==> src/rtl/gts_pkg.sv <==
`default_nettype none
// ----------------------------------------------------------------------------
// gts_pkg
// Shared types and codes for the grid turtle with its position stack.
// ----------------------------------------------------------------------------
package gts_pkg;

    // Default depth of the saved-state stack
    localparam int STACK_DEPTH_DEF = 16;

    // Command codes
    localparam logic [2:0] FUNC_FORWARD = 3'd0;
    localparam logic [2:0] FUNC_LEFT    = 3'd1;
    localparam logic [2:0] FUNC_RIGHT   = 3'd2;
    localparam logic [2:0] FUNC_PUSH    = 3'd3;
    localparam logic [2:0] FUNC_POP     = 3'd4;
    localparam logic [2:0] FUNC_LOAD    = 3'd5;

    // Headings
    localparam logic [1:0] DIR_LEFT  = 2'd0;
    localparam logic [1:0] DIR_UP    = 2'd1;
    localparam logic [1:0] DIR_RIGHT = 2'd2;
    localparam logic [1:0] DIR_DOWN  = 2'd3;

    // Status codes
    localparam logic [1:0] STATUS_OK    = 2'd0;
    localparam logic [1:0] STATUS_FULL  = 2'd1;
    localparam logic [1:0] STATUS_EMPTY = 2'd2;

    // Reset position
    localparam logic [15:0] POS_RESET = 16'hFFFF;

    // Turtle state, also one stack entry
    typedef struct packed {
        logic [15:0] x;
        logic [15:0] y;
        logic [1:0]  heading;
    } t_turtle_state;

    // Command item
    typedef struct packed {
        logic [2:0]         func;
        logic signed [15:0] load_x;
        logic signed [15:0] load_y;
    } t_in_item;

    // Result item
    typedef struct packed {
        logic signed [15:0] pos_x;
        logic signed [15:0] pos_y;
        logic [1:0]         heading;
        logic               drawn;
        logic [1:0]         status;
    } t_out_item;

endpackage : gts_pkg
`default_nettype wire

==> src/rtl/gts_stack_ram.sv <==
`default_nettype none
// ----------------------------------------------------------------------------
// gts_stack_ram
// Saved-state stack storage: one write port, one read port, registered read.
// ----------------------------------------------------------------------------
module gts_stack_ram
    import gts_pkg::*;
#(
    parameter int STACK_DEPTH = STACK_DEPTH_DEF,
    parameter int AW          = (STACK_DEPTH > 1) ? $clog2(STACK_DEPTH) : 1
) (
    input  wire logic          i_clk,
    input  wire logic          i_we,
    input  wire logic [AW-1:0] i_waddr,
    input  wire t_turtle_state i_wdata,
    input  wire logic          i_re,
    input  wire logic [AW-1:0] i_raddr,
    output t_turtle_state      o_rdata
);

    t_turtle_state r_mem [STACK_DEPTH];
    t_turtle_state r_rdata;

    // Write port
    always_ff @(posedge i_clk) begin
        if (i_we) begin
            r_mem[i_waddr] <= i_wdata;
        end
    end

    // Read port, data held until the next read
    always_ff @(posedge i_clk) begin
        if (i_re) begin
            r_rdata <= r_mem[i_raddr];
        end
    end

    assign o_rdata = r_rdata;

endmodule : gts_stack_ram
`default_nettype wire

==> src/rtl/grid_turtle_with_state_stack_core.sv <==
`default_nettype none
// ----------------------------------------------------------------------------
// grid_turtle_with_state_stack_core
// Grid turtle: steps, turns, loads, and pushes/pops its state on a stack.
// ----------------------------------------------------------------------------
// Stages: execute register, then output register. Throughput: one command
// per cycle unless the result channel stalls; the stack RAM read is issued
// at accept and feeds the execute-stage update, so pops pipeline freely.
// Reset: position -1,-1, heading left, stack empty; the stack RAM is not
// cleared (entries are only read after being pushed).
// ----------------------------------------------------------------------------
module grid_turtle_with_state_stack_core
    import gts_pkg::*;
#(
    parameter int STACK_DEPTH = STACK_DEPTH_DEF
) (
    input  wire logic     i_clk,
    input  wire logic     i_rst_n,
    // command channel
    input  wire logic     i_in_valid,
    output logic          o_in_stall,
    input  wire t_in_item i_in_item,
    // result channel
    output logic          o_out_valid,
    input  wire logic     i_out_stall,
    output t_out_item     o_out_item
);

    localparam int AW = (STACK_DEPTH > 1) ? $clog2(STACK_DEPTH) : 1;
    localparam int CW = $clog2(STACK_DEPTH + 1);

    // Accept stage signals
    logic          in_acc;
    logic          push_ok;
    logic          pop_ok;
    logic [CW-1:0] cnt_m1;
    logic [CW-1:0] r_count;
    logic [CW-1:0] n_count;
    logic [1:0]    acc_status;

    // Execute stage registers
    logic          r_s1_valid;
    logic [2:0]    r_s1_func;
    logic [15:0]   r_s1_load_x;
    logic [15:0]   r_s1_load_y;
    logic [AW-1:0] r_s1_addr;
    logic          r_s1_ok;
    logic [1:0]    r_s1_status;
    logic          s1_adv;
    logic          s1_fire;

    // Turtle state and forwarding of the last stack write
    t_turtle_state r_turtle;
    t_turtle_state n_turtle;
    t_turtle_state ram_rdata;
    t_turtle_state pop_data;
    t_turtle_state r_fwd_data;
    logic [AW-1:0] r_fwd_addr;
    logic          ram_we;
    logic          n_drawn;

    // Output register
    logic          r_out_valid;
    t_out_item     r_out_item;

    // Handshake: execute stage moves when the output register can take an item
    assign s1_adv     = !r_out_valid || !i_out_stall;
    assign s1_fire    = r_s1_valid && s1_adv;
    assign o_in_stall = r_s1_valid && !s1_adv;
    assign in_acc     = i_in_valid && !o_in_stall;

    // Stack bookkeeping at accept
    assign push_ok = (i_in_item.func == FUNC_PUSH) && (r_count != CW'(STACK_DEPTH));
    assign pop_ok  = (i_in_item.func == FUNC_POP) && (r_count != '0);
    assign cnt_m1  = r_count - CW'(1);

    always_comb begin
        n_count    = r_count;
        acc_status = STATUS_OK;
        if (i_in_item.func == FUNC_PUSH) begin
            if (push_ok) begin
                n_count = r_count + CW'(1);
            end else begin
                acc_status = STATUS_FULL;
            end
        end else if (i_in_item.func == FUNC_POP) begin
            if (pop_ok) begin
                n_count = cnt_m1;
            end else begin
                acc_status = STATUS_EMPTY;
            end
        end
    end

    always_ff @(posedge i_clk) begin
        if (!i_rst_n) begin
            r_count    <= '0;
            r_s1_valid <= 1'b0;
        end else begin
            if (in_acc) begin
                r_count <= n_count;
            end
            if (in_acc) begin
                r_s1_valid <= 1'b1;
            end else if (s1_adv) begin
                r_s1_valid <= 1'b0;
            end
        end
    end

    // Execute stage payload
    always_ff @(posedge i_clk) begin
        if (in_acc) begin
            r_s1_func   <= i_in_item.func;
            r_s1_load_x <= i_in_item.load_x;
            r_s1_load_y <= i_in_item.load_y;
            r_s1_addr   <= (i_in_item.func == FUNC_POP) ? cnt_m1[AW-1:0] : r_count[AW-1:0];
            r_s1_ok     <= push_ok || pop_ok;
            r_s1_status <= acc_status;
        end
    end

    // Stack memory
    assign ram_we = s1_fire && (r_s1_func == FUNC_PUSH) && r_s1_ok;

    gts_stack_ram #(
        .STACK_DEPTH (STACK_DEPTH),
        .AW          (AW)
    ) u_stack_ram (
        .i_clk   (i_clk),
        .i_we    (ram_we),
        .i_waddr (r_s1_addr),
        .i_wdata (r_turtle),
        .i_re    (in_acc && pop_ok),
        .i_raddr (cnt_m1[AW-1:0]),
        .o_rdata (ram_rdata)
    );

    // Last write kept to cover a pop read issued while a push writes the same entry
    always_ff @(posedge i_clk) begin
        if (ram_we) begin
            r_fwd_addr <= r_s1_addr;
            r_fwd_data <= r_turtle;
        end
    end

    assign pop_data = (r_fwd_addr == r_s1_addr) ? r_fwd_data : ram_rdata;

    // Turtle update
    always_comb begin
        n_turtle = r_turtle;
        n_drawn  = 1'b0;
        unique case (r_s1_func)
            FUNC_FORWARD: begin
                n_drawn = 1'b1;
                unique case (r_turtle.heading)
                    DIR_LEFT:  n_turtle.x = r_turtle.x - 16'd1;
                    DIR_RIGHT: n_turtle.x = r_turtle.x + 16'd1;
                    DIR_DOWN:  n_turtle.y = r_turtle.y - 16'd1;
                    DIR_UP:    n_turtle.y = r_turtle.y + 16'd1;
                endcase
            end
            FUNC_LEFT:  n_turtle.heading = r_turtle.heading + 2'd3;
            FUNC_RIGHT: n_turtle.heading = r_turtle.heading + 2'd1;
            FUNC_PUSH:  n_turtle = r_turtle;
            FUNC_POP: begin
                if (r_s1_ok) begin
                    n_turtle = pop_data;
                end
            end
            FUNC_LOAD: begin
                n_turtle.x       = r_s1_load_x;
                n_turtle.y       = r_s1_load_y;
                n_turtle.heading = DIR_RIGHT;
            end
            default: n_turtle = r_turtle;
        endcase
    end

    always_ff @(posedge i_clk) begin
        if (!i_rst_n) begin
            r_turtle.x       <= POS_RESET;
            r_turtle.y       <= POS_RESET;
            r_turtle.heading <= DIR_LEFT;
        end else if (s1_fire) begin
            r_turtle <= n_turtle;
        end
    end

    // Output register
    always_ff @(posedge i_clk) begin
        if (!i_rst_n) begin
            r_out_valid <= 1'b0;
        end else if (s1_adv) begin
            r_out_valid <= r_s1_valid;
        end
    end

    always_ff @(posedge i_clk) begin
        if (s1_fire) begin
            r_out_item.pos_x   <= n_turtle.x;
            r_out_item.pos_y   <= n_turtle.y;
            r_out_item.heading <= n_turtle.heading;
            r_out_item.drawn   <= n_drawn;
            r_out_item.status  <= r_s1_status;
        end
    end

    assign o_out_valid = r_out_valid;
    assign o_out_item  = r_out_item;

endmodule : grid_turtle_with_state_stack_core
`default_nettype wire

==> config.mk <==
export PLATFORM = sky130hd
export DESIGN_NAME = grid_turtle_with_state_stack_core
export DESIGN_NICKNAME = d
export VERILOG_FILES = /design/src/rtl/gts_pkg.sv /design/src/rtl/gts_stack_ram.sv /design/src/rtl/grid_turtle_with_state_stack_core.sv
export SDC_FILE = /design/constraint.sdc
export NUM_CORES = 1
export LEC_CHECK = 0
export ABC_AREA = 0
export ABC_CLOCK_PERIOD_IN_PS = 13750
export BUFFER_PORTS_ARGS = -buffer_cell sky130_fd_sc_hd__buf_4
export CORE_MARGIN = 3
export CORE_UTILIZATION = 50
export DETAILED_ROUTE_END_ITERATION = 8
export GPL_TIMING_DRIVEN = 0
export HOLD_SLACK_MARGIN = 0.1
export PLACE_DENSITY_LB_ADDON = 0.15
export REMOVE_ABC_BUFFERS = 1
export SLEW_MARGIN = 20
export SYNTH_ARGS = -nofsm -noshare
export SYNTH_HDL_FRONTEND = slang
export SYNTH_HIERARCHICAL = 1
export SYNTH_SLANG_ARGS = --single-unit
==> constraint.sdc <==
create_clock -name i_clk -period 13.75 [get_ports i_clk]
set_input_delay 2.75 -clock i_clk [delete_from_list [all_inputs] [get_ports i_clk]]
set_output_delay 2.75 -clock i_clk [all_outputs]
set_load 0.005 [all_outputs]
**After elaboration in Yosys (flattened, before gate mapping)**

Memories as Yosys holds them, arrays and structs flattened. A register that Yosys moved wholly into a read port is not among the register bits.
Cells that the tools add are included.

- Output and inout bits: 39
- Bits in writable memories: 544
- Input port bits: 39
- Memories kept: 1
- Memory bits (read-only): 0
- Latch bits: 0
- Flip-flop bits (word level): 158

- Divide/modulo/power cells: 0
- Multiply operators: 0
- $lt $le $gt $ge: 0
- $add $sub $neg: 8
- Multiplexer cells: 20
- Equal/unequal tests: 13
- Reductions and logical operators: 21
- Bitwise logic cells: 0
- Shift operators: 0

Memories:

| name | depth | bits a word | rd ports | clocked after memory_dff | wr ports | line | text |
|---|---|---|---|---|---|---|---|
| u_stack_ram.r_mem | 16 | 34 | 1 | 1 | 1 | gts_stack_ram.sv:21 | `t_turtle_state r_mem [STACK_DEPTH];` |

Operators with widths:

| cell | number |
|---|---|
| case mux 32 bit (3 select lines) | 1 |
| two-way mux 34 bit | 2 |
| case mux 16 bit (2 select lines) | 2 |
| adder 16 x 1 -> 16 bit (second input constant) | 2 |
| subtractor 16 x 1 -> 16 bit (second input constant) | 2 |
| two-way mux 5 bit | 4 |
| equality test 3 x 2 -> 1 bit (second input constant) | 3 |
| equality test 3 bit (second input constant) | 3 |
| logical AND 1 bit | 8 |
| case mux 2 bit (4 select lines) | 1 |
| two-way mux 1 bit | 6 |
| two-way mux 2 bit | 3 |
| nonzero test 2 bit | 3 |
| adder 5 x 1 -> 5 bit (second input constant) | 1 |
| inequality test 5 bit (second input constant) | 1 |
| nonzero test 5 bit | 1 |
| subtractor 5 x 1 -> 5 bit (second input constant) | 1 |
| equality test 2 bit (second input constant) | 2 |
| equality test 4 bit | 1 |
| logical NOT 1 bit | 4 |
| two-way mux 4 bit | 1 |
| AND reduction 4 bit | 1 |
| equality test 3 x 1 -> 1 bit (second input constant) | 1 |
| logical NOT 3 bit | 1 |
| 6 further kinds | 7 |

**Longest topological paths before layout**

- Word-level depth: 7
- Depth in mapped cells: 11
- Gate-level depth less buffers: 9

**Hierarchy**

Netlist, hierarchy kept.

By module, submodules not included:

| module | seq. area each (um2) | times used | area each (um2) | cells each |
|---|---|---|---|---|
| gts_stack_ram | 17,356.6 | 1 | 21,416.8 | 888 |
| grid_turtle_with_state_stack_core | 4,334.2 | 1 | 8,853.5 | 862 |

**Least setup slack after synthesis**

Ideal clock, no wire load.

- Kind: input to register
- Start: input port i_out_stall
- End: memory u_stack_ram/r_mem[4][0] (netlist bit), enable pin
- Buffers on the path: 1
- Slack: 3.038 ns
- Arrival time: 10.245 ns
- Cell stages on the path: 6
- Setup time: 0.467 ns
- Required time: 13.283 ns
- Cells stage by stage: nand2_1 > nand2_1 > clkbuf_1 > nor4_1 > nand3b_1 > nor3_1

- Word-level cells in the longest chain between the ends: 7

RTL lines:

| item | line | text |
|---|---|---|
| start, declared | grid_turtle_with_state_stack_core.sv:25 | `input wire logic i_out_stall,` |
| logical NOT 1 bit | grid_turtle_with_state_stack_core.sv:67 | `assign s1_adv = !r_out_valid \|\| !i_out_stall;` |
| logical OR 1 bit | grid_turtle_with_state_stack_core.sv:67 |  |
| logical AND 1 bit | grid_turtle_with_state_stack_core.sv:68 | `assign s1_fire = r_s1_valid && s1_adv;` |
| logical AND 1 bit (2 in series) | grid_turtle_with_state_stack_core.sv:124 | `assign ram_we = s1_fire && (r_s1_func == FUNC_PUSH) && r_s1_ok;` |
| net ram_we | grid_turtle_with_state_stack_core.sv:59 | `logic ram_we;` |
| two-way mux 1 bit | gts_stack_ram.sv:26 | `if (i_we) begin` |
| two-way mux 1 bit (not written as such) | gts_stack_ram.sv:27 | `r_mem[i_waddr] <= i_wdata;` |
| end, declared | gts_stack_ram.sv:21 |  |

The timed path passes the listed nets, and every way through them passes these cells.

**Worst setup path after layout**

- Start: input port i_out_stall
- End: memory u_stack_ram/r_mem[0][2] (netlist bit), enable pin

Same word-level chain as after synthesis.

==> flow_summary.yaml <==
outcome:
  status: "complete, no violations"
setup_path:
  startpoint: "i_out_stall"
  crit_buf_inv: 8
  path_max_fanout: 19
  cp_top_family: "simple AND/OR/NAND/NOR gates"
  cpMostUsedCell: "buf_4"
  reg2reg_depth: 11
  crit_slowest_cell: "nor4_2"
  crit_type: "primary input to flip-flop"
  cp.depth: 13
  critPathRequiredTime_ns: 14.06
  r2r-start: "r_s1_ok$_DFFE_PP_"
  worstPathArrival_ns: 6.86
  timing.critical_path.slowest_cell_delay_ns: 0.86
  crit_chain: "buf_4, nand2_1, nand2_2, nor4_2, buf_2, buf_2, buf_2, or3b_2, nor3_2, buf_4, buf_6, buf_4, buf_4"
  crit_path_end_kind: "flip-flop"
  start_kind: "primary input"
  reg2reg_slack_ns: 8.60
yosys:
  synthesis.area_mm2: 0.03027
  synth_seq_cells: 736
  synth-edff-count: 695
  ys_warn_count: 6
  synth_cells: 1750
  synth.area.top_cells: "edfxtp_1, mux4_2, dfxtp_1"
  synthTopCellsByCount: "edfxtp_1, mux4_2, nand2_1, nor2_1, a22oi_1"
  synth_area_leader_cell: "edfxtp_1"
  yosys.area.top_type_share_pct: 68.95
  synth.distinct_cells: 79
  async_flop_share_pct: 0
  avgSynthCellArea_um2: 17.30
  synthFlopType: "edfxtp_1"
  ys_seq_area_share_pct: 71.66
  synth_most_common_cell: "edfxtp_1"
route:
  dr.first_iter.drc_count: 1914
  num_vias: 17130
  viasPerCell: 6.299
  wl_mm: 76.21
  wl_per_cell_um: 28.03
  ant_nets: 0
  drc_errors: 0
  first_pass_iters: 6
layout:
  syn_to_final_growth_pct: 16.14
  fin_util_pct: 59.12
  instances_no_fill: 2719
  fin_nets: 1964
  post_route_cells_drive_above_1_share_pct: 23.07
  antenna-diode-count: 0
job:
  maxCapViolCount: 0
clock_network:
  cts_buffers: 76
  clockBufferDepth: 3
  cts_tree: "built"
  cts_num_sinks: 736
  root_buffer: "clkbuf_16"
  post_cts_resized: 0
  hold_buffers: 0
  clkSlewWorstSetupHoldPaths_ns: 0.06
  clkLatencyLatePin_ns: 0.62
  htreeDepth: 3
  cts_setup_buffers: 0
timing:
  post-route-period-util_pct: 47.59
  period_minus_slack_ns: 6.543
  final-setup-viol-count: 0
  relSlewSlack_pct: 17.54
  setup-tns-final_ns: 0
  tightestPinTransition_ns: 1.234
  skew_ns: 0.02150
  slew_violations: 0
  fmax_ghz: 0.1528
  rsz0062_at_grt: "false"
  hold_viol: 0
  whs_ns: 0.4270
  layout_setup_ws_ns: 7.207
hold_path:
  hp-class: "flip-flop to flip-flop"
  hp-start: "r_s1_status[1]$_SDFFCE_PP0P_"
  whs_path_depth: 0
global_routing:
  gr-total-overflow: 0
  track_usage_pct: 24.29
  grt_pass1_vias: 17080
  antenna_found_initial: 1
  grt_pass1_wl_mm: 112.1
  grt_max_degree: 79
floorplan:
  start_util_pct: 50.90
  coreArea_mm2: 0.05946
  pin_count: 78
  die_h_um: 252.1
  row_count: 89
  die_x_um: 252.1
  die-area_mm2: 0.06353
placed_design:
  place_ws_ns: 6.643
  placement.io_buffers: 77
  place.gp.congestion: 0.9007
  placed_cells: 2584
  place_hpwl_mm: 50.61
power:
  power.internal_uw: 3767
  ir_drop_mv: 0.1153
  p_seq_share_pct: 52.3
  cellLeakagePower_uw: 0.01141
  pwr_density_cell_mw_per_mm2: 137.5
  switching_share_pct: 22.09
  clockPowerShare_pct: 41.3
  p_sw_uw: 1068
  power_frac_comb_pct: 6.5
layout by cell type (no fill, tap or decap), types with 22 or more instances in the layout:
| master | netlist | layout |
|---|---|---|
| buf_4 | 0 | 104 |
| nor2_1 | 98 | 83 |
| nand2_1 | 98 | 96 |
| o21ai_0 | 44 | 43 |
| nor3_1 | 26 | 22 |
| mux4_2 | 136 | 136 |
| edfxtp_1 | 695 | 695 |
| nand3_1 | 27 | 27 |
| clkbuf_16 | 0 | 78 |
| mux2i_1 | 38 | 38 |
| ha_1 | 34 | 34 |
| a22oi_1 | 75 | 75 |
| a21oi_1 | 56 | 56 |
| dfxtp_1 | 41 | 40 |
path summary, 6_finish.rpt:
check,end
max,u_stack_ram/r_mem[0][2]$_DFFE_PP_
max reg2reg,u_stack_ram/r_mem[0][2]$_DFFE_PP_
min reg2reg,o_out_item[1]$_DFFE_PP_
min,o_out_item[1]$_DFFE_PP_
registers in the layout, indices dropped and copies added (netlist names):
| signal | count |
|---|---|
| r_fwd_data | 34 |
| r_s1_ok | 1 |
| r_count | 5 |
| r_turtle | 34 |
| r_s1_status | 2 |
| r_s1_load_y | 16 |
| u_stack_ram/r_mem | 544 |
| o_out_valid | 1 |
| r_fwd_addr | 4 |
| r_s1_load_x | 16 |
| r_s1_valid | 1 |
| r_s1_addr | 4 |
| r_s1_func | 3 |
| o_out_item | 37 |
| u_stack_ram/o_rdata | 34 |
worst register-to-register path, cell delays in order, from the launching register on:
cell and delay (ns):
edfxtp_1 0.98, inv_1 0.40, nor4_2 0.82, buf_2 0.35
buf_2 0.25, buf_2 0.24, or3b_2 0.59, nor3_2 0.38
buf_4 0.26, buf_6 0.16, buf_4 0.20, buf_4 0.21
power groups by stage:
stage               logic [µW]  clock network [µW]  registers, µW
floorplan                  199                   0           2550
global route               340                2130           2530
finish                     314                1990           2530
CTS                        313                2030           2530
global placement           307                   0           2580
detailed placement         311                   0           2570
cell type report:
class | instances | area (µm²)
well taps | 773 | 967.2
fillers | 4386 | 24310
flip-flops and latches | 736 | 21690
repair buffers | 155 | 1767
clock buffers | 94 | 2032
inverters | 24 | 110.1
multi-input cells | 896 | 8214
clock inverters | 41 | 372.9
kinds of logic (layout without fill, tap and decap cells):
| group | after synthesis | in the layout | share of synthesized area, % |
|---|---|---|---|
| adders and majority gates | 36 | 36 | 1.538 |
| DFF | 736 | 736 | 71.66 |
| xor gates and xnor gates | 25 | 25 | 0.7233 |
| AOI/OAI and AO/OA | 319 | 319 | 7.395 |
| buffers and inverters | 118 | 314 | 1.753 |
| muxes | 180 | 180 | 11.60 |
| and+or+nand+nor | 336 | 336 | 5.336 |
metal layers:
layer | GRT usage (%) | part of all wire [%] | up-vias
met3 | 4.999 | 7.4 | 132
li1 | - | - | 7412
met2 | 37.90 | 47 | 695
met1 | 35.23 | 43 | 8886
met4 | 6.938 | 2.6 | 2
met5 | 0 | 0.0092 | -
stage by stage:
stage | total power [µW] | area (µm²)
floorplan | 2754 | 29830
global placement | 2883 | 31380
detailed placement | 2884 | 32750
CTS | 4869 | 35160
global route | 4996 | 35160
finish | 4835 | 35160
Note: power is estimated with default switching activity, not from simulation.
